[config.mk]
export PLATFORM = sky130hd
export DESIGN_NAME = id3v2_text_frame_extractor_top
export DESIGN_NICKNAME = d
export VERILOG_FILES = /design/src/rtl/core/id3tfe_pkg.sv /design/src/rtl/core/id3tfe_cfg.sv /design/src/rtl/core/id3tfe_parser.sv /design/src/rtl/core/id3v2_text_frame_extractor_top.sv
export SDC_FILE = /design/constraint.sdc
export NUM_CORES = 1
export LEC_CHECK = 0
export ABC_AREA = 0
export BUFFER_PORTS_ARGS = -buffer_cell sky130_fd_sc_hd__clkbuf_2
export CAP_MARGIN = 20
export CORE_ASPECT_RATIO = 0.8
export CORE_MARGIN = 4
export CORE_UTILIZATION = 40
export CTS_CLUSTER_SIZE = 12
export DETAILED_ROUTE_END_ITERATION = 8
export MAX_ROUTING_LAYER = met4
export PLACE_DENSITY = 0.58
export REMOVE_ABC_BUFFERS = 1
export SETUP_SLACK_MARGIN = 0.02
export SYNTH_ARGS = -nofsm -noshare
export SYNTH_HDL_FRONTEND = slang
export SYNTH_SLANG_ARGS = --single-unit
[constraint.sdc]
create_clock -name clk_i -period 20.6 [get_ports clk_i]
set_input_delay 3.09 -clock clk_i [delete_from_list [all_inputs] [get_ports clk_i]]
set_output_delay 3.09 -clock clk_i [all_outputs]
set_load 0.01 [all_outputs]
[src/rtl/core/id3tfe_pkg.sv]
// Package for the ID3v2 text frame extractor: payload structs, status and
// phase codes, byte constants. No dependencies.
`timescale 1ns / 1ps

package id3tfe_pkg;

  localparam int unsigned AddrW = 3;

  localparam logic [7:0]  CharI        = 8'h49;
  localparam logic [7:0]  CharD        = 8'h44;
  localparam logic [7:0]  Char3        = 8'h33;
  localparam logic [7:0]  MajorFour    = 8'h04;
  localparam logic [6:0]  SyncMask     = 7'h7F;
  localparam logic [31:0] TargetIdTit2 = 32'h54495432;
  localparam logic [31:0] TargetIdTpe1 = 32'h54504531;
  localparam logic [31:0] TargetReset  = TargetIdTit2;

  localparam logic [3:0]  HdrMagic0    = 4'd0;
  localparam logic [3:0]  HdrMagic1    = 4'd1;
  localparam logic [3:0]  HdrMagic2    = 4'd2;
  localparam logic [3:0]  HdrMajor     = 4'd3;
  localparam logic [3:0]  HdrSize0     = 4'd6;
  localparam logic [3:0]  HdrLast      = 4'd9;

  localparam logic [3:0]  FhIdFirst    = 4'd0;
  localparam logic [3:0]  FhIdEnd      = 4'd4;
  localparam logic [3:0]  FhSizeEnd    = 4'd8;
  localparam logic [3:0]  FhFlagLast   = 4'd9;
  localparam logic [27:0] FrameHdrLen  = 28'd10;

  typedef enum logic [1:0] {
    ST_FOUND     = 2'd0,
    ST_NOT_FOUND = 2'd1,
    ST_NO_TAG    = 2'd2,
    ST_TRUNC     = 2'd3
  } status_e;

  typedef enum logic [3:0] {
    PH_IDLE   = 4'b0001,
    PH_HEADER = 4'b0010,
    PH_TAG    = 4'b0100,
    PH_DONE   = 4'b1000
  } phase_e;

  typedef struct packed {
    logic [7:0] data_byte;
    logic       file_start;
    logic       file_end;
  } in_item_t;

  typedef struct packed {
    logic [7:0] text_byte;
    logic       text_valid;
    logic       done_res;
    status_e    status;
  } out_item_t;

endpackage

[src/rtl/core/id3tfe_cfg.sv]
// APB register file for the extractor: holds target_frame_id.
// Depends on id3tfe_pkg.
`timescale 1ns / 1ps

module id3tfe_cfg import id3tfe_pkg::*; (
  input  logic             clk_i,
  input  logic             rst_ni,
  input  logic             psel,
  input  logic             penable,
  input  logic             pwrite,
  input  logic [AddrW-1:0] paddr,
  input  logic [31:0]      pwdata,
  output logic [31:0]      prdata,
  output logic             pready,
  output logic [31:0]      target_o
);

  logic [31:0] target_q, target_d;
  logic        wr_en;

  assign pready = 1'b1;
  // register index is paddr[2]; only index zero exists
  assign wr_en  = psel & penable & pwrite & ~paddr[2];

  always_comb begin
    target_d = target_q;
    if (wr_en) begin
      target_d = pwdata;
    end
  end

  always_ff @(posedge clk_i or negedge rst_ni) begin
    if (!rst_ni) begin
      target_q <= TargetReset;
    end else begin
      target_q <= target_d;
    end
  end

  assign prdata   = paddr[2] ? 32'd0 : target_q;
  assign target_o = target_q;

endmodule

[src/rtl/core/id3tfe_parser.sv]
// Header check and frame walk: parser state plus the per-byte next-state and
// result logic. Depends on id3tfe_pkg.
`timescale 1ns / 1ps

module id3tfe_parser import id3tfe_pkg::*; (
  input  logic        clk_i,
  input  logic        rst_ni,
  input  logic        advance_i,
  input  in_item_t    item_i,
  input  logic [31:0] target_i,
  output out_item_t   res_o,
  output logic        res_valid_o
);

  phase_e      phase_q, phase_d, phase_e_w;
  logic [3:0]  hdr_idx_q, hdr_idx_d, hdr_idx_e;
  logic        major4_q, major4_d, major4_e;
  logic [27:0] tag_len_q, tag_len_d, tag_len_e;
  logic [27:0] tag_pos_q, tag_pos_d, tag_pos_e;
  logic [27:0] fr_off_q, fr_off_d, fr_off_e;
  logic [3:0]  fh_idx_q, fh_idx_d, fh_idx_e;
  logic [31:0] fr_id_q, fr_id_d, fr_id_e;
  logic [31:0] fr_len_q, fr_len_d, fr_len_e;
  logic [31:0] body_q, body_d, body_e;
  logic        match_q, match_d, match_e;
  logic        txt_stop_q, txt_stop_d, txt_stop_e;
  logic        found_q, found_d, found_e;
  logic        scan_stop_q, scan_stop_d, scan_stop_e;

  logic        start, active, done, tv, bad_magic;
  logic [7:0]  b;
  status_e     st;
  logic [28:0] pos_plus10;
  logic [27:0] limit;

  assign start = item_i.file_start;
  assign b     = item_i.data_byte;

  // a start byte sees the cleared per-file state
  always_comb begin
    phase_e_w   = start ? PH_HEADER : phase_q;
    hdr_idx_e   = start ? 4'd0  : hdr_idx_q;
    major4_e    = start ? 1'b0  : major4_q;
    tag_len_e   = start ? 28'd0 : tag_len_q;
    tag_pos_e   = start ? 28'd0 : tag_pos_q;
    fr_off_e    = start ? 28'd0 : fr_off_q;
    fh_idx_e    = start ? 4'd0  : fh_idx_q;
    fr_id_e     = start ? 32'd0 : fr_id_q;
    fr_len_e    = start ? 32'd0 : fr_len_q;
    body_e      = start ? 32'd0 : body_q;
    match_e     = start ? 1'b0  : match_q;
    txt_stop_e  = start ? 1'b0  : txt_stop_q;
    found_e     = start ? 1'b0  : found_q;
    scan_stop_e = start ? 1'b0  : scan_stop_q;
  end

  assign pos_plus10 = {1'b0, tag_pos_e} + {1'b0, FrameHdrLen};
  assign limit      = tag_len_e - fr_off_e - FrameHdrLen;

  always_comb begin
    phase_d     = phase_e_w;
    hdr_idx_d   = hdr_idx_e;
    major4_d    = major4_e;
    tag_len_d   = tag_len_e;
    tag_pos_d   = tag_pos_e;
    fr_off_d    = fr_off_e;
    fh_idx_d    = fh_idx_e;
    fr_id_d     = fr_id_e;
    fr_len_d    = fr_len_e;
    body_d      = body_e;
    match_d     = match_e;
    txt_stop_d  = txt_stop_e;
    found_d     = found_e;
    scan_stop_d = scan_stop_e;
    active      = 1'b0;
    done        = 1'b0;
    tv          = 1'b0;
    st          = ST_FOUND;
    bad_magic   = ((hdr_idx_e == HdrMagic0) && (b != CharI)) ||
                  ((hdr_idx_e == HdrMagic1) && (b != CharD)) ||
                  ((hdr_idx_e == HdrMagic2) && (b != Char3));

    unique case (phase_e_w)
      PH_HEADER: begin
        active = 1'b1;
        if (bad_magic) begin
          done = 1'b1;
          st   = ST_NO_TAG;
        end else begin
          if (hdr_idx_e == HdrMajor) begin
            major4_d = (b == MajorFour);
          end
          if (hdr_idx_e >= HdrSize0) begin
            tag_len_d = {tag_len_e[20:0], b[6:0] & SyncMask};
          end
          hdr_idx_d = hdr_idx_e + 4'd1;
          if (hdr_idx_e == HdrLast) begin
            phase_d = PH_TAG;
            if (tag_len_d == 28'd0) begin
              done = 1'b1;
              st   = ST_NOT_FOUND;
            end
          end
        end
      end
      PH_TAG: begin
        active = 1'b1;
        if (!scan_stop_e) begin
          if (body_e != 32'd0) begin
            body_d = body_e - 32'd1;
          end else if (fh_idx_e == FhIdFirst) begin
            // stop at padding or when no room is left for another frame
            if ((pos_plus10 >= {1'b0, tag_len_e}) || (b == 8'd0)) begin
              scan_stop_d = 1'b1;
            end else begin
              fr_off_d = tag_pos_e;
              fr_id_d  = {24'd0, b};
              fr_len_d = 32'd0;
              fh_idx_d = 4'd1;
            end
          end else if (fh_idx_e < FhIdEnd) begin
            fr_id_d  = {fr_id_e[23:0], b};
            fh_idx_d = fh_idx_e + 4'd1;
          end else if (fh_idx_e < FhSizeEnd) begin
            fr_len_d = major4_e ? {fr_len_e[24:0], b[6:0] & SyncMask}
                                : {fr_len_e[23:0], b};
            fh_idx_d = fh_idx_e + 4'd1;
          end else if (fh_idx_e == FhSizeEnd) begin
            fh_idx_d = fh_idx_e + 4'd1;
          end else begin
            fh_idx_d = FhIdFirst;
            if ((fr_len_e == 32'd0) || (fr_len_e > {4'd0, limit})) begin
              scan_stop_d = 1'b1;
            end else if ((fr_id_e == target_i) && (fr_len_e > 32'd1)) begin
              found_d     = 1'b1;
              match_d     = 1'b1;
              scan_stop_d = 1'b1;
              body_d      = fr_len_e;
            end else begin
              body_d = fr_len_e;
            end
          end
        end else if (match_e && (body_e != 32'd0)) begin
          body_d = body_e - 32'd1;
          // skip the encoding byte, emit up to the first zero
          if ((body_e != fr_len_e) && !txt_stop_e) begin
            if (b == 8'd0) begin
              txt_stop_d = 1'b1;
            end else begin
              tv = 1'b1;
            end
          end
        end
        tag_pos_d = tag_pos_e + 28'd1;
        if (tag_pos_d == tag_len_e) begin
          done = 1'b1;
          st   = found_d ? ST_FOUND : ST_NOT_FOUND;
        end
      end
      default: begin
        active = 1'b0;
      end
    endcase

    if (active && !done && item_i.file_end) begin
      done = 1'b1;
      st   = ST_TRUNC;
    end
    if (done) begin
      phase_d = PH_DONE;
    end
  end

  assign res_valid_o      = done | tv;
  assign res_o.text_byte  = tv ? b : 8'd0;
  assign res_o.text_valid = tv;
  assign res_o.done_res   = done;
  assign res_o.status     = done ? st : ST_FOUND;

  always_ff @(posedge clk_i or negedge rst_ni) begin
    if (!rst_ni) begin
      phase_q     <= PH_IDLE;
      hdr_idx_q   <= 4'd0;
      major4_q    <= 1'b0;
      tag_len_q   <= 28'd0;
      tag_pos_q   <= 28'd0;
      fr_off_q    <= 28'd0;
      fh_idx_q    <= 4'd0;
      fr_id_q     <= 32'd0;
      fr_len_q    <= 32'd0;
      body_q      <= 32'd0;
      match_q     <= 1'b0;
      txt_stop_q  <= 1'b0;
      found_q     <= 1'b0;
      scan_stop_q <= 1'b0;
    end else if (advance_i) begin
      phase_q     <= phase_d;
      hdr_idx_q   <= hdr_idx_d;
      major4_q    <= major4_d;
      tag_len_q   <= tag_len_d;
      tag_pos_q   <= tag_pos_d;
      fr_off_q    <= fr_off_d;
      fh_idx_q    <= fh_idx_d;
      fr_id_q     <= fr_id_d;
      fr_len_q    <= fr_len_d;
      body_q      <= body_d;
      match_q     <= match_d;
      txt_stop_q  <= txt_stop_d;
      found_q     <= found_d;
      scan_stop_q <= scan_stop_d;
    end
  end

`ifndef SYNTHESIS
  a_done_parks: assert property (@(posedge clk_i) disable iff (!rst_ni)
    advance_i && res_valid_o && res_o.done_res |=> phase_q == PH_DONE)
    else $error("final status did not park the parser");

  a_text_only_in_body: assert property (@(posedge clk_i) disable iff (!rst_ni)
    advance_i && res_o.text_valid |->
      !start && phase_q == PH_TAG && match_q && scan_stop_q && !txt_stop_q)
    else $error("text byte outside the matched frame body");

  a_fh_idx_range: assert property (@(posedge clk_i) disable iff (!rst_ni)
    fh_idx_q <= FhFlagLast)
    else $error("frame header index out of range");

  a_match_implies_found: assert property (@(posedge clk_i) disable iff (!rst_ni)
    match_q |-> found_q && scan_stop_q)
    else $error("match without found and stopped scan");
`endif

endmodule

[src/rtl/core/id3v2_text_frame_extractor_top.sv]
// Top level of the ID3v2 text frame extractor: input register, parser,
// result register and APB config. Depends on id3tfe_pkg, id3tfe_cfg, id3tfe_parser.
`timescale 1ns / 1ps

// Feed the file one byte per transaction, file_start on the first byte. The
// block takes one byte every cycle while in_stall_o is low; a byte is held in
// the input register, passes through the combinational parser, and its result
// is captured in the result register when the parser advances. The input
// stalls only while a result waits in the result register with out_stall_i
// high. Each file ends in one result with done_res set and a status: found,
// not found, no tag, or truncated. Text bytes arrive before or with that
// result and are to be dropped unless the status is found. Write
// target_frame_id only while no file is in flight.
module id3v2_text_frame_extractor_top import id3tfe_pkg::*; (
  input  logic             clk_i,
  input  logic             rst_ni,
  input  logic             in_valid_i,
  output logic             in_stall_o,
  input  in_item_t         in_data_i,
  output logic             out_valid_o,
  input  logic             out_stall_i,
  output out_item_t        out_data_o,
  input  logic             psel,
  input  logic             penable,
  input  logic             pwrite,
  input  logic [AddrW-1:0] paddr,
  input  logic [31:0]      pwdata,
  output logic [31:0]      prdata,
  output logic             pready
);

  logic        s1_valid_q, s1_valid_d;
  in_item_t    s1_item_q;
  logic        out_valid_q, out_valid_d;
  out_item_t   out_item_q;
  logic        out_free, advance, in_accept, res_valid;
  out_item_t   res;
  logic [31:0] target;

  id3tfe_cfg u_cfg (
    .clk_i    (clk_i),
    .rst_ni   (rst_ni),
    .psel     (psel),
    .penable  (penable),
    .pwrite   (pwrite),
    .paddr    (paddr),
    .pwdata   (pwdata),
    .prdata   (prdata),
    .pready   (pready),
    .target_o (target)
  );

  id3tfe_parser u_parser (
    .clk_i       (clk_i),
    .rst_ni      (rst_ni),
    .advance_i   (advance),
    .item_i      (s1_item_q),
    .target_i    (target),
    .res_o       (res),
    .res_valid_o (res_valid)
  );

  assign out_free   = ~out_valid_q | ~out_stall_i;
  assign advance    = s1_valid_q & out_free;
  assign in_stall_o = s1_valid_q & ~out_free;
  assign in_accept  = in_valid_i & ~in_stall_o;

  always_comb begin
    s1_valid_d = s1_valid_q;
    if (in_accept) begin
      s1_valid_d = 1'b1;
    end else if (advance) begin
      s1_valid_d = 1'b0;
    end
    out_valid_d = out_valid_q & out_stall_i;
    if (advance) begin
      out_valid_d = res_valid;
    end
  end

  always_ff @(posedge clk_i or negedge rst_ni) begin
    if (!rst_ni) begin
      s1_valid_q  <= 1'b0;
      out_valid_q <= 1'b0;
    end else begin
      s1_valid_q  <= s1_valid_d;
      out_valid_q <= out_valid_d;
    end
  end

  // payload registers: hold while stalled
  always_ff @(posedge clk_i) begin
    if (in_accept) begin
      s1_item_q <= in_data_i;
    end
    if (advance && res_valid) begin
      out_item_q <= res;
    end
  end

  assign out_valid_o = out_valid_q;
  assign out_data_o  = out_item_q;

endmodule
* Word-level counts from Yosys, hierarchy flattened
Cells that the tools add are included.
** Storage, ports and cells
- Memory bits (writable) :: 0
- Input port bits :: 52
- Memory bits (read-only) :: 0
- Word-level logic and storage cells :: 210
- Bits in latches :: 0
- Bits in registers :: 253
- Memories kept :: 0
** Cells by class
- Reduce and logical (&&, ||, !) cells :: 23
- Shift operators :: 0
- Add/sub/neg operators :: 7
- $lt $le $gt $ge :: 6
- Multiply operators :: 0
- Muxes and demuxes :: 122
- Divide/modulo/power cells :: 0
- Bitwise gates (word level) :: 14
- Equal/unequal tests :: 14
** Operators with widths (count)
- $mux W32 :: 27
- $mux W28 :: 14
- $mux W4 :: 17
- $mux W1 :: 58
- $eq A32 B32 Y1 :: 1
- $gt A32 B1 Y1 const B :: 1
- $gt A32 B28 Y1 :: 1
- $logic_not A32 Y1 :: 1
- $ne A32 B32 Y1 :: 1
- $reduce_bool A32 Y1 :: 1
- $sub A32 B1 Y32 const B :: 1
- $add A28 B4 Y29 const B :: 1
- $ge A29 B28 Y1 :: 1
- $add A28 B1 Y28 const B :: 1
- $eq A28 B28 Y1 :: 1
- $logic_not A28 Y1 :: 1
- $sub A28 B28 Y28 :: 1
- $sub A28 B4 Y28 const B :: 1
- $ne A8 B7 Y1 const B :: 2
- $eq A4 B2 Y1 const B :: 3
- $logic_and A1 B1 Y1 :: 9
- $add A4 B1 Y4 const B :: 2
- $eq A4 B4 Y1 const B :: 2
- $eq A8 B3 Y1 const B :: 1
- 18 further kinds :: 37

* Logic depth before layout (Yosys ltp)
Gate-level depths: netlist of the first run.
- Depth in word-level cells :: 18
- Mapped depth :: 36
- Mapped depth without buffers :: 25

* Cells and area by module
Synthesis of the first run repeated with hierarchy kept, for this count alone.
** Unflattened totals
- Cells, all modules :: 2419
- Area total of the unflattened synthesis :: 20343.3 µm²
** Modules (own cells, without submodules)
- id3tfe_parser :: times used 1, sequential area each 4931.0 µm², cells an instance 2281, area an instance 18014.8 µm²
- id3tfe_cfg :: times used 1, sequential area each 815.8 µm², cells an instance 105, area an instance 1569.0 µm²
- id3v2_text_frame_extractor_top :: times used 1, sequential area each 710.7 µm², cells an instance 33, area an instance 759.5 µm²

* Least setup slack after synthesis of the first run
OpenSTA, ideal clock, no wires.
- Path kind :: register to register
- Start :: reg s1_item_q[1] (netlist bit)
- End :: reg u_parser.body_q[6]
- Setup time :: 0.145 ns
- Arrival time :: 7.300 ns
- Setup slack :: 13.155 ns
- Clock period less this slack :: 7.445 ns
- Cell stages (with the launch flop) :: 35
- Path through :: edfxtp_1 > buf_2 > buf_4 > buf_2 > buf_2 > buf_2 > buf_2 > buf_2 > buf_2 > buf_1 > buf_2 > nor2b_1 > ha_1 > inv_1 > ha_1 > fa_1 > a211o_1 > a2111oi_0 > o21bai_1 > a31oi_1 > o21ai_0 > o41ai_1 > o211ai_1 > a21oi_1 > xnor2_1 > ha_1 > nand3_1 > nor4_1 > nor2b_1 > o21ai_0 > and3_1 > clkbuf_1 > and3_1 > o311ai_0 > o211ai_1
** Between the ends
- Cells in the longest elaborated chain, start to end :: 13
- Elaborated cells between the ends (all ways) :: 30
- Those cells by class :: add/sub (3); order compare (3); eq/ne (2); mux (17); reduce/logical (5)
** Ends and longest elaborated chain
- start, declared :: RTL line id3v2_text_frame_extractor_top.sv:33 : in_item_t s1_item_q;
- start signal, assigned :: RTL line id3v2_text_frame_extractor_top.sv:94 : s1_item_q <= in_data_i;
- $mux W28, on equally long branches :: RTL line id3tfe_parser.sv:44, id3tfe_parser.sv:46
- $sub A28 B28 Y28 :: RTL line id3tfe_parser.sv:58 : assign limit = tag_len_e - fr_off_e - FrameHdrLen;
- $sub A28 B4 Y28 :: RTL line id3tfe_parser.sv:58
- $gt A32 B28 Y1 :: RTL line id3tfe_parser.sv:132 : if ((fr_len_e == 32'd0) || (fr_len_e > {4'd0, limit})) begin
- $logic_or A1 B1 Y1 :: RTL line id3tfe_parser.sv:132
- $mux W32 :: RTL line id3tfe_parser.sv:132
- $mux W32 :: RTL line id3tfe_parser.sv:128 : end else if (fh_idx_e == FhSizeEnd) begin
- $mux W32 :: RTL line id3tfe_parser.sv:124 : end else if (fh_idx_e < FhSizeEnd) begin
- $mux W32 :: RTL line id3tfe_parser.sv:121 : end else if (fh_idx_e < FhIdEnd) begin
- $mux W32 :: RTL line id3tfe_parser.sv:111 : end else if (fh_idx_e == FhIdFirst) begin
- $mux W32 :: RTL line id3tfe_parser.sv:109 : if (body_e != 32'd0) begin
- $mux W32 :: RTL line id3tfe_parser.sv:108 : if (!scan_stop_e) begin
- $mux W32 (*) :: RTL line id3tfe_parser.sv:83 : unique case (phase_e_w)
- end signal, assigned :: RTL line id3tfe_parser.sv:206 : body_q <= body_d;
- end, declared :: RTL line id3tfe_parser.sv:24 : logic [31:0] body_q, body_d, body_e;
Mark *: on every way between the ends. The rest lies on a longest branch, timed or not.
A chain may end at the register's enable or synchronous reset.

* Worst setup path in the final report of the first run
- Start :: reg s1_item_q[1] (netlist bit)
- End :: reg u_parser.body_q[24]
Same word-level chain as after synthesis.

==> results of run 1 <==
[routing by layer]
metal  vias up  global-route usage, %
met5         -                      -
met4         0                   5.62
met3        97                   4.14
met2       885                   37.6
met1      9365                   39.7
li1       8642                      -
[through the flow]
stage	total power (W)	setup slack, ps	std cells
floorplan	0.00100	7560	2162
global placement	0.00119	11860	2921
detailed placement	0.00120	11920	2922
CTS	0.00178	11750	2977
global route	0.00188	11220	2980
finish	0.00178	11710	2980
[flip-flops by register name (all words and copies together) (netlist names)]
signal                flops
u_parser.scan_stop_q      1
s1_valid_q                1
u_parser.hdr_idx_q        4
u_parser.found_q          1
u_parser.tag_pos_q       28
u_parser.phase_q          4
s1_item_q                10
u_parser.tag_len_q       28
u_parser.txt_stop_q       1
u_parser.major4_q         1
u_parser.fr_id_q         32
u_parser.fr_len_q        32
u_cfg.target_o           32
u_parser.match_q          1
u_parser.fh_idx_q         4
u_parser.fr_off_q        28
u_parser.body_q          32
out_data_o               12
out_valid_o               1
[logic make-up (layout without fill, tap and decap cells)]
group	count (synthesis)	after routing	synth area share, %
AO/OA/AOI/OAI	676	676	23.7
adder cells (fa/ha/maj)	100	100	6.35
AND/OR/NAND/NOR	842	842	22.4
multiplexers	63	63	3.41
buffers and inverters	273	284	5.57
XOR/XNOR	132	132	5.97
other	1	1	0.0189
flip-flops	253	253	32.6
[cell type report]
| cell class | instances | area, um2 | share of cell area, % |
|---|---|---|---|
| multi-input cells | 1814 | 12300 | 56.6 |
| flip-flops and latches | 253 | 6460 | 29.7 |
| clock buffers | 43 | 890 | 4.09 |
| well taps | 629 | 787 | 3.62 |
| repair buffers | 134 | 786 | 3.61 |
| inverters | 95 | 358 | 1.65 |
| clock inverters | 12 | 166 | 0.765 |
[power by group through the flow]
| stage | Combinational (W) | Sequential (W) | Clock, W |
|---|---|---|---|
| final | 0.000595 | 0.000609 | 0.000573 |
| after global routing | 0.000660 | 0.000617 | 0.000602 |
| after CTS | 0.000588 | 0.000608 | 0.000584 |
| after detailed placement | 0.000584 | 0.000616 | 0 |
| after global placement | 0.000580 | 0.000615 | 0 |
| after floorplan | 0.000400 | 0.000603 | 0 |
[placed cells by master, fill, tap and decap left out, types with 16 or more instances in the layout]
| master | count |
|---|---|
| xnor2_1 | 96 |
| nand4_1 | 40 |
| buf_4 | 36 |
| o2bb2ai_1 | 25 |
| mux2i_1 | 27 |
| a211oi_1 | 32 |
| nor2_1 | 187 |
| clkbuf_2 | 95 |
| nand3_1 | 54 |
| dfrtp_1 | 218 |
| o22ai_1 | 29 |
| a22oi_1 | 22 |
| o21ai_0 | 109 |
| nor3b_1 | 24 |
| mux2_2 | 36 |
| a21oi_1 | 141 |
| xor2_1 | 34 |
| nor4bb_1 | 16 |
| a31oi_1 | 56 |
| clkbuf_16 | 30 |
| a221o_1 | 27 |
| a22o_1 | 32 |
| and3_1 | 29 |
| nand2_1 | 197 |
| ha_1 | 99 |
| nor2b_1 | 84 |
| edfxtp_1 | 22 |
| nor4_1 | 41 |
| a21o_1 | 37 |
| and2_1 | 22 |
| inv_1 | 93 |
| or3_1 | 16 |
| nor3_1 | 54 |
[final timing paths]
path	endpoint	cells past startpoint
hold reg to reg	u_parser.found_q	1
min in group asynchronous	u_parser.body_q[16]	1
max in group asynchronous	u_parser.tag_pos_q[5]	3
setup reg to reg	u_parser.body_q[24]	21
setup / recovery	u_parser.body_q[24]	21
hold / removal	u_parser.found_q	1
[worst reg2reg max path, delay by kind of cell (launching register included)]
family / cells / cell delay [ps]
AO/OA/AOI/OAI: 12 / 4390
buffers and inverters: 3 / 1820
adder cells (fa/ha/maj): 2 / 680
flip-flops: 1 / 580
AND/OR/NAND/NOR: 3 / 1090
XOR/XNOR: 1 / 180
==> impl_metrics.csv, run 1 <==
group,metric,value,unit
outcome,status,"complete, no violations",
power_and_ir_drop,p_per_area,81.8,mW/mm2
power_and_ir_drop,ir_worst_vdd,0.0774,mV
setup_path,cp-startpoint,"s1_item_q[1]",
cells_and_area,post-route-util,44.7,%
power_and_ir_drop,p_leak,9.23,nW
floorplan,start_util,40.7,%
yosys,synth_largest_area_cell,"dfrtp_1",
global_route,grt_pass1_vias,17943,
global_route,grt_util_all_layers,26.4,%
power_and_ir_drop,pwr-share-clk,32.2,%
floorplan,die_y,207,um
cells_and_area,fillCellCount,4816,
power_and_ir_drop,comb_power_share,33.5,%
setup_path,end_kind,"register",
sta,rsz0062_at_grt,"no",
power_and_ir_drop,p_sw,0.000664,W
drt,wl,70600,um
setup_path,cp.arrival,9360,ps
drt,viasPerCell,6.37,
yosys,synth_most_common_cell,"dfrtp_1",
placed_design,dpl_cell_area,0.0207,mm2
drt,drt_pass1_iterations,5,
floorplan,num_io_pins,99,
cells_and_area,fin_nets,2480,
cells_and_area,antenna_cells,0,
cells_and_area,area_growth,9.71,%
job,cap_viol_max_count,0,
yosys,synth_top_area_share,27.5,%
floorplan,core-area,0.0486,mm2
setup_path,path_cells,"buf_4, buf_4, buf_4, nor2_1, ha_1, o21a_1, a2111oi_0, o21bai_1, a31oi_1, o21ai_0, o41ai_1, o211ai_1, a21oi_1, xnor2_1, ha_1, nor2b_1, o41ai_1, nand3_1, a2111oi_0, o311ai_0, o211a_1",
clock_tree,clock_latency,620,ps
global_route,gr-total-overflow,0,
floorplan,rows,72,
drt,drt-met1-wl,33100,um
setup_path,cp_num_buf_inv,3,
yosys,avgSynthCellArea,8.47,um2
clock_tree,htreeDepth,1,
worst_hold_path,hold_path_class,"register to register",
yosys,synth_warnings,0,
yosys,syn-cell-area,0.0198,mm2
setup_path,cp_slowest_stage_delay,820,ps
drt,met3_length,6170,um
yosys,synthTopCellsByArea,"dfrtp_1 28%, ha_1 6.2%, xnor2_1 4.2%, nand2_1 3.7%, nor2_1 3.6%",
floorplan,fp.dieW,257,um
sta,setup_viol,0,
sta,tns,0,ps
sta,fmax,113,MHz
sta,layout_min_cycle_time,8890,ps
clock_tree,cts_hold_buf,0,
drt,via_count,18989,
sta,hold_slack,481,ps
clock_tree,cts_tree,"done",
setup_path,cp_common_cell,"buf_4",
yosys,synth_cell_types,96,
sta,finalClockSkew,48.9,ps
yosys,ys_seq_elements,253,
global_route,grt_max_degree,120,
clock_tree,clock_path_buffers,3,
clock_tree,cts_buffers,30,
drt,post_drt_wl_per_cell,23.7,um
clock_tree,cts_sinks,253,
clock_tree,clk_pin_slew,60,ps
yosys,async_reset_ff_share,91.3,%
clock_tree,clockRootBuffer,"clkbuf_16",
drt,antenna_left,0,
sta,period_share,43.1,%
clock_tree,cts_setup_buffers,0,
global_route,antenna_found_initial,0,
drt,met2WireLength,29700,um
floorplan,die_area,0.0532,mm2
power_and_ir_drop,seq_power_share,34.3,%
clock_tree,cts_resized,0,
drt,topRoutingLayerUsed,"met4",
cells_and_area,design_area,0.0217,mm2
sta,slew_headroom,30.5,%
drt,route.detailed.drc,0,
power_and_ir_drop,swShare,37.3,%
yosys,synth_flop_cell,"dfrtp_1",
yosys,yosysSeqAreaShare,32.6,%
setup_path,cpMaxStageDelayCell,"nand3_1",
setup_path,timing.rr.start,"s1_item_q[1]",
setup_path,startpoint_type,"register",
power_and_ir_drop,intPower,0.00111,W
yosys,synth_edf_count,22,
worst_hold_path,holdCritStartpoint,"u_parser.found_q",
sta,slew_violations,0,
setup_path,critPathMaxFanout,69,
yosys,synth_commonest_cells,"218 x dfrtp_1, 198 x nand2_1, 190 x nor2_1, 142 x a21oi_1, 121 x clkbuf_1",
placed_design,hpwl,50500,um
sta,hold_viol,0,
drt,first_iter_violations,2305,
global_route,grt_pass1_wl,110000,um
setup_path,ff2ff_setup_slack,11710,ps
setup_path,cp.required,21070,ps
sta,worst_slew_pin_slew,1040,ps
setup_path,cp_top_family,"compound AO/OA/AOI/OAI gates",
yosys,synth_cells,2340,
setup_path,crit_type,"register to register",
cells_and_area,drive_gt1_share,12.0,%
placed_design,gp_congestion,0.960,
placed_design,port_buffers,95,
Note: power is estimated with default switching activity, not from simulation.
==> inputs of run 2 (changes only) <==
==> constraint.sdc (replaced) <==
create_clock -name clk_i -period 8.8 [get_ports clk_i]
set_input_delay 1.32 -clock clk_i [delete_from_list [all_inputs] [get_ports clk_i]]
set_output_delay 1.32 -clock clk_i [all_outputs]
set_load 0.01 [all_outputs]
==> impl_metrics.csv, run 2 (synthesis results as in run 1) <==
group,metric,value,unit
outcome,status,"complete, no violations",
sta,slew_headroom,27.8,%
worst_hold_path,hold_path_class,"register to register",
sta,finalClockSkew,30.9,ps
clock_tree,clk_pin_slew,60,ps
setup_path,cp.arrival,8200,ps
clock_tree,cts_setup_buffers,0,
power_and_ir_drop,ir_worst_vdd,0.176,mV
sta,fin_ws,1080,ps
setup_path,crit_type,"register to register",
sta,period_share,87.7,%
clock_tree,cts_sinks,253,
sta,setup_viol,0,
drt,wl,71700,um
drt,post_drt_wl_per_cell,24.1,um
sta,hold_viol,0,
global_route,grt_pass1_vias,17778,
clock_tree,clock_path_buffers,3,
sta,rsz0062_at_grt,"no",
placed_design,hpwl,51700,um
floorplan,core-area,0.0486,mm2
drt,via_count,18840,
cells_and_area,fillCellCount,4784,
placed_design,gp_congestion,0.961,
placed_design,dp_slack,1300,ps
drt,first_iter_violations,1987,
global_route,gr-total-overflow,0,
sta,slew_violations,0,
setup_path,path_cells,"buf_12, nor2b_1, ha_1, inv_1, ha_1, o21a_1, a2111oi_0, o21bai_1, a31oi_1, o21ai_0, o41ai_1, o211ai_1, a21oi_1, xnor2_1, ha_1, nor2b_1, o41ai_1, and3_1, nand2_1, mux2_2, a21o_1",
setup_path,cpMaxStageDelayCell,"o41ai_1",
cells_and_area,seq_area,0.00646,mm2
floorplan,start_util,40.7,%
drt,viasPerCell,6.32,
setup_path,cp_common_cell,"ha_1",
floorplan,die_y,207,um
global_route,grt_pass1_wl,110000,um
clock_tree,cts_hold_buf,0,
cells_and_area,area_growth,10.5,%
cells_and_area,antenna_cells,0,
global_route,grt_util_all_layers,26.6,%
global_route,antenna_found_initial,0,
clock_tree,cts_buffers,31,
cells_and_area,final_common_cell,"dfrtp_1",
sta,hold_slack,490,ps
clock_tree,clockRootBuffer,"clkbuf_16",
power_and_ir_drop,p_leak,9.30,nW
drt,route.detailed.drc,0,
power_and_ir_drop,p_per_area,198,mW/mm2
clock_tree,htreeDepth,1,
setup_path,cp_slowest_stage_delay,730,ps
clock_tree,cts_resized,0,
setup_path,cp.required,9290,ps
sta,fmax,130,MHz
drt,antenna_left,0,
sta,worst_slew_pin_slew,1070,ps
setup_path,startpoint_type,"register",
placed_design,port_buffers,95,
cells_and_area,multi_input_area,0.0123,mm2
cells_and_area,fin_nets,2481,
cells_and_area,drive_gt1_share,12.0,%
floorplan,num_io_pins,99,
cells_and_area,final_cell_mix,"218 x dfrtp_1, 197 x nand2_1, 187 x nor2_1",
clock_tree,clock_latency,610,ps
setup_path,critPathMaxFanout,179,
job,cap_viol_max_count,0,
clock_tree,cts_tree,"done",
drt,drt_pass1_iterations,5,
floorplan,rows,72,
global_route,grt_max_degree,180,
floorplan,die_area,0.0532,mm2
setup_path,end_kind,"register",
floorplan,fp.dieW,257,um
sta,layout_min_cycle_time,7720,ps
run 2: cell count changes in the layout (fill, tap and decap cells not counted), moves of 2 or more:
cell	previous run	this run
bufinv_16	3	7
clkbuf_16	30	32
clkbuf_8	10	8
clkinv_2	7	4
run 2: critical path: cells and delay by family (launching register included):
family                   cells  cell delay [ps]
multiplexers                 1              360
adder cells (fa/ha/maj)      3              940
buffers and inverters        2              630
XOR/XNOR                     1              170
AND/OR/NAND/NOR              4             1330
AO/OA/AOI/OAI               10             3550
flip-flops                   1              540
run 2: per-layer routing:
layer,wire length [um],GRT usage (%),up-vias
met5,0,-,-
met2,30700,38.6,849
li1,-,-,8654
met4,1680,5.94,0
met1,32700,38.2,9222
met3,6690,5.86,115
run 2: stage by stage:
step                instances  power, W  setup TNS [ps]  util, %  cell area [um2]
floorplan                2162   0.00235         -560430        -            19100
global placement         2921   0.00281               0     42.5            20700
detailed placement       2923   0.00283               0     42.5            20700
CTS                      2980   0.00434               0     45.0            21900
global route             2982   0.00457               0     45.0            21900
finish                   2982   0.00434               0     45.0            21900
run 2: path summary, 6_finish.rpt:
| kind | from | end | slack (ps) | depth (start not counted) |
|---|---|---|---|---|
| max in group asynchronous | rst_ni | u_parser.tag_len_q[16] | 6190 | 3 |
| min reg2reg | u_parser.fr_off_q[24] | u_parser.fr_off_q[24] | 490 | 2 |
| min in group asynchronous | rst_ni | u_parser.body_q[2] | 660 | 1 |
| max | s1_item_q[1] | u_parser.body_q[19] | 1080 | 21 |
| max reg2reg | s1_item_q[1] | u_parser.body_q[19] | 1080 | 21 |
| min | u_parser.fr_off_q[24] | u_parser.fr_off_q[24] | 490 | 2 |
run 2: area by class of cell:
class | count | area share [%]
multi-input combinational | 1814 | 56.2
sequential | 253 | 29.5
clock buffer | 44 | 4.23
timing repair buffer | 134 | 3.68
tap | 629 | 3.59
inverter | 95 | 1.63
clock inverter | 13 | 1.19
run 2: power breakdown:
group / leakage [nW] / internal, W / switching (W)
Clock: 0.581 / 0.000936 / 0.000562
Combinational: 5.39 / 0.000540 / 0.000870
Sequential: 3.32 / 0.00128 / 0.000145
==> inputs of run 3 (changes only) <==
--- a/config.mk
+++ b/config.mk
@@ -11,6 +11,7 @@
 export CORE_ASPECT_RATIO = 0.8
 export CORE_MARGIN = 4
 export CORE_UTILIZATION = 40
+export CTS_BUF_LIST = sky130_fd_sc_hd__clkbuf_8
 export CTS_CLUSTER_SIZE = 12
 export DETAILED_ROUTE_END_ITERATION = 8
 export MAX_ROUTING_LAYER = met4
==> impl_metrics.csv, run 3 (synthesis results as in run 1) <==
group,metric,value,unit
setup_path,startpoint_type,"register",
floorplan,start_util,40.7,%
placed_design,dpl_cell_area,0.0207,mm2
global_route,grt_pass1_wl,111000,um
worst_hold_path,holdCritStartpoint,"u_parser.found_q",
setup_path,r2r_cells,23,
floorplan,num_io_pins,99,
sta,fmax,131,MHz
drt,met2WireLength,30900,um
sta,worst_slew_pin_slew,1080,ps
global_route,antenna_found_initial,1,
setup_path,critPathMaxFanout,179,
cells_and_area,design_area,0.0217,mm2
sta,slew_violations,0,
power_and_ir_drop,intPower,0.00248,W
floorplan,die_area,0.0532,mm2
drt,route.detailed.drc,0,
setup_path,cp.arrival,8130,ps
drt,via_count,19016,
floorplan,rows,72,
placed_design,gp_congestion,0.961,
outcome,status,"complete, no violations",
global_route,grt_max_degree,180,
setup_path,timing.rr.start,"s1_item_q[1]",
placed_design,port_buffers,95,
drt,viasPerCell,6.31,
sta,period_share,86.6,%
floorplan,fp.dieW,257,um
cells_and_area,final_cell_mix,"218 x dfrtp_1, 197 x nand2_1, 187 x nor2_1",
drt,drt_pass1_iterations,5,
cells_and_area,antenna_cells,0,
drt,met3_length,6070,um
placed_design,hpwl,51700,um
drt,post_drt_wl_per_cell,23.9,um
sta,fin_ws,1180,ps
setup_path,end_kind,"register",
job,cap_viol_max_count,0,
power_and_ir_drop,seq_power_share,35.1,%
cells_and_area,area_growth,9.46,%
worst_hold_path,hold_depth,1,
power_and_ir_drop,p_sw,0.00158,W
global_route,grt_util_all_layers,26.9,%
clock_tree,cts_buffers,47,
placed_design,dp_slack,1300,ps
sta,slew_headroom,27.1,%
cells_and_area,fin_nets,2497,
power_and_ir_drop,pwr-share-clk,30.2,%
clock_tree,htreeDepth,2,
global_route,gr-total-overflow,0,
power_and_ir_drop,total_power,0.00406,W
drt,wl,71900,um
floorplan,die_y,207,um
cells_and_area,post-route-util,44.6,%
sta,layout_min_cycle_time,7620,ps
power_and_ir_drop,swShare,38.9,%
floorplan,core-area,0.0486,mm2
drt,first_iter_violations,2000,
clock_tree,clock_path_buffers,3,
power_and_ir_drop,ir_worst_vdd,0.109,mV
drt,topRoutingLayerUsed,"met4",
clock_tree,cts_hold_buf,0,
sta,setup_viol,0,
power_and_ir_drop,p_leak,9.29,nW
clock_tree,cts_tree,"done",
power_and_ir_drop,p_per_area,187,mW/mm2
cells_and_area,final_common_cell,"dfrtp_1",
clock_tree,cts_sinks,253,
cells_and_area,drive_gt1_share,12.7,%
setup_path,cp-startpoint,"s1_item_q[1]",
power_and_ir_drop,comb_power_share,34.7,%
global_route,grt_pass1_vias,17946,
sta,hold_viol,0,
sta,finalClockSkew,42.4,ps
sta,rsz0062_at_grt,"no",
drt,antenna_left,0,
setup_path,crit_type,"register to register",
clock_tree,clk_pin_slew,70,ps
clock_tree,clockRootBuffer,"clkbuf_8",
drt,drt-met1-wl,33100,um
setup_path,cp.required,9310,ps
clock_tree,cts_setup_buffers,0,
clock_tree,cts_resized,0,
worst_hold_path,hold_path_class,"register to register",
clock_tree,clock_latency,640,ps
## run 3: per-layer routing
metal | vias up | GRT usage, %
li1 | 8689 | -
met2 | 819 | 38.7
met3 | 101 | 5.02
met1 | 9407 | 38.9
met5 | - | -
met4 | 0 | 7.15
## run 3: path summary, 6_finish.rpt
check | end | slack (ps)
hold reg to reg | u_parser.found_q | 480
setup / recovery | u_parser.body_q[19] | 1180
max in group asynchronous | u_parser.fr_off_q[15] | 6200
hold / removal | u_parser.found_q | 480
setup reg to reg | u_parser.body_q[19] | 1180
min in group asynchronous | u_parser.fr_off_q[26] | 620
## run 3: through the flow
| stage | cells | hold WS (ps) | setup TNS [ps] |
|---|---|---|---|
| 2_1_floorplan | 2162 | 450 | -560430 |
| 3_3_place_gp | 2921 | 462 | 0 |
| 3_5_place_dp | 2923 | 467 | 0 |
| 4_1_cts | 3010 | 481 | 0 |
| 5_1_grt | 3012 | 491 | 0 |
| 6_report | 3012 | 480 | 0 |
## run 3: critical path, stage by stage (launching register included)
cell	delay (ps)
edfxtp_1	540
buf_12	600
nor2b_1	110
ha_1	300
inv_1	40
ha_1	360
o21a_1	230
a2111oi_0	540
o21bai_1	230
a31oi_1	380
o21ai_0	250
o41ai_1	730
o211ai_1	190
a21oi_1	210
xnor2_1	110
ha_1	300
nand3_1	100
nor4_1	350
nand2_1	100
o41ai_1	160
and3_1	660
nand2_1	380
mux2_2	370
a21o_1	170
## run 3: power groups by stage
stage                     Sequential [W]  Combinational, W  Clock [W]
final                            0.00143           0.00141    0.00123
after global routing             0.00144           0.00156    0.00131
after CTS                        0.00142           0.00139    0.00126
after detailed placement         0.00144           0.00138          0
after global placement           0.00144           0.00137          0
after floorplan                  0.00141          0.000937          0
## run 3: area by class of cell
cell class,instances,area (um2)
Clock inverter,29,193
Clock buffer,58,798
Tap cell,629,787
Sequential cell,253,6460
Fill cell,4842,26900
Inverter,95,358
Timing Repair Buffer,134,806
Multi-Input combinational cell,1814,12300
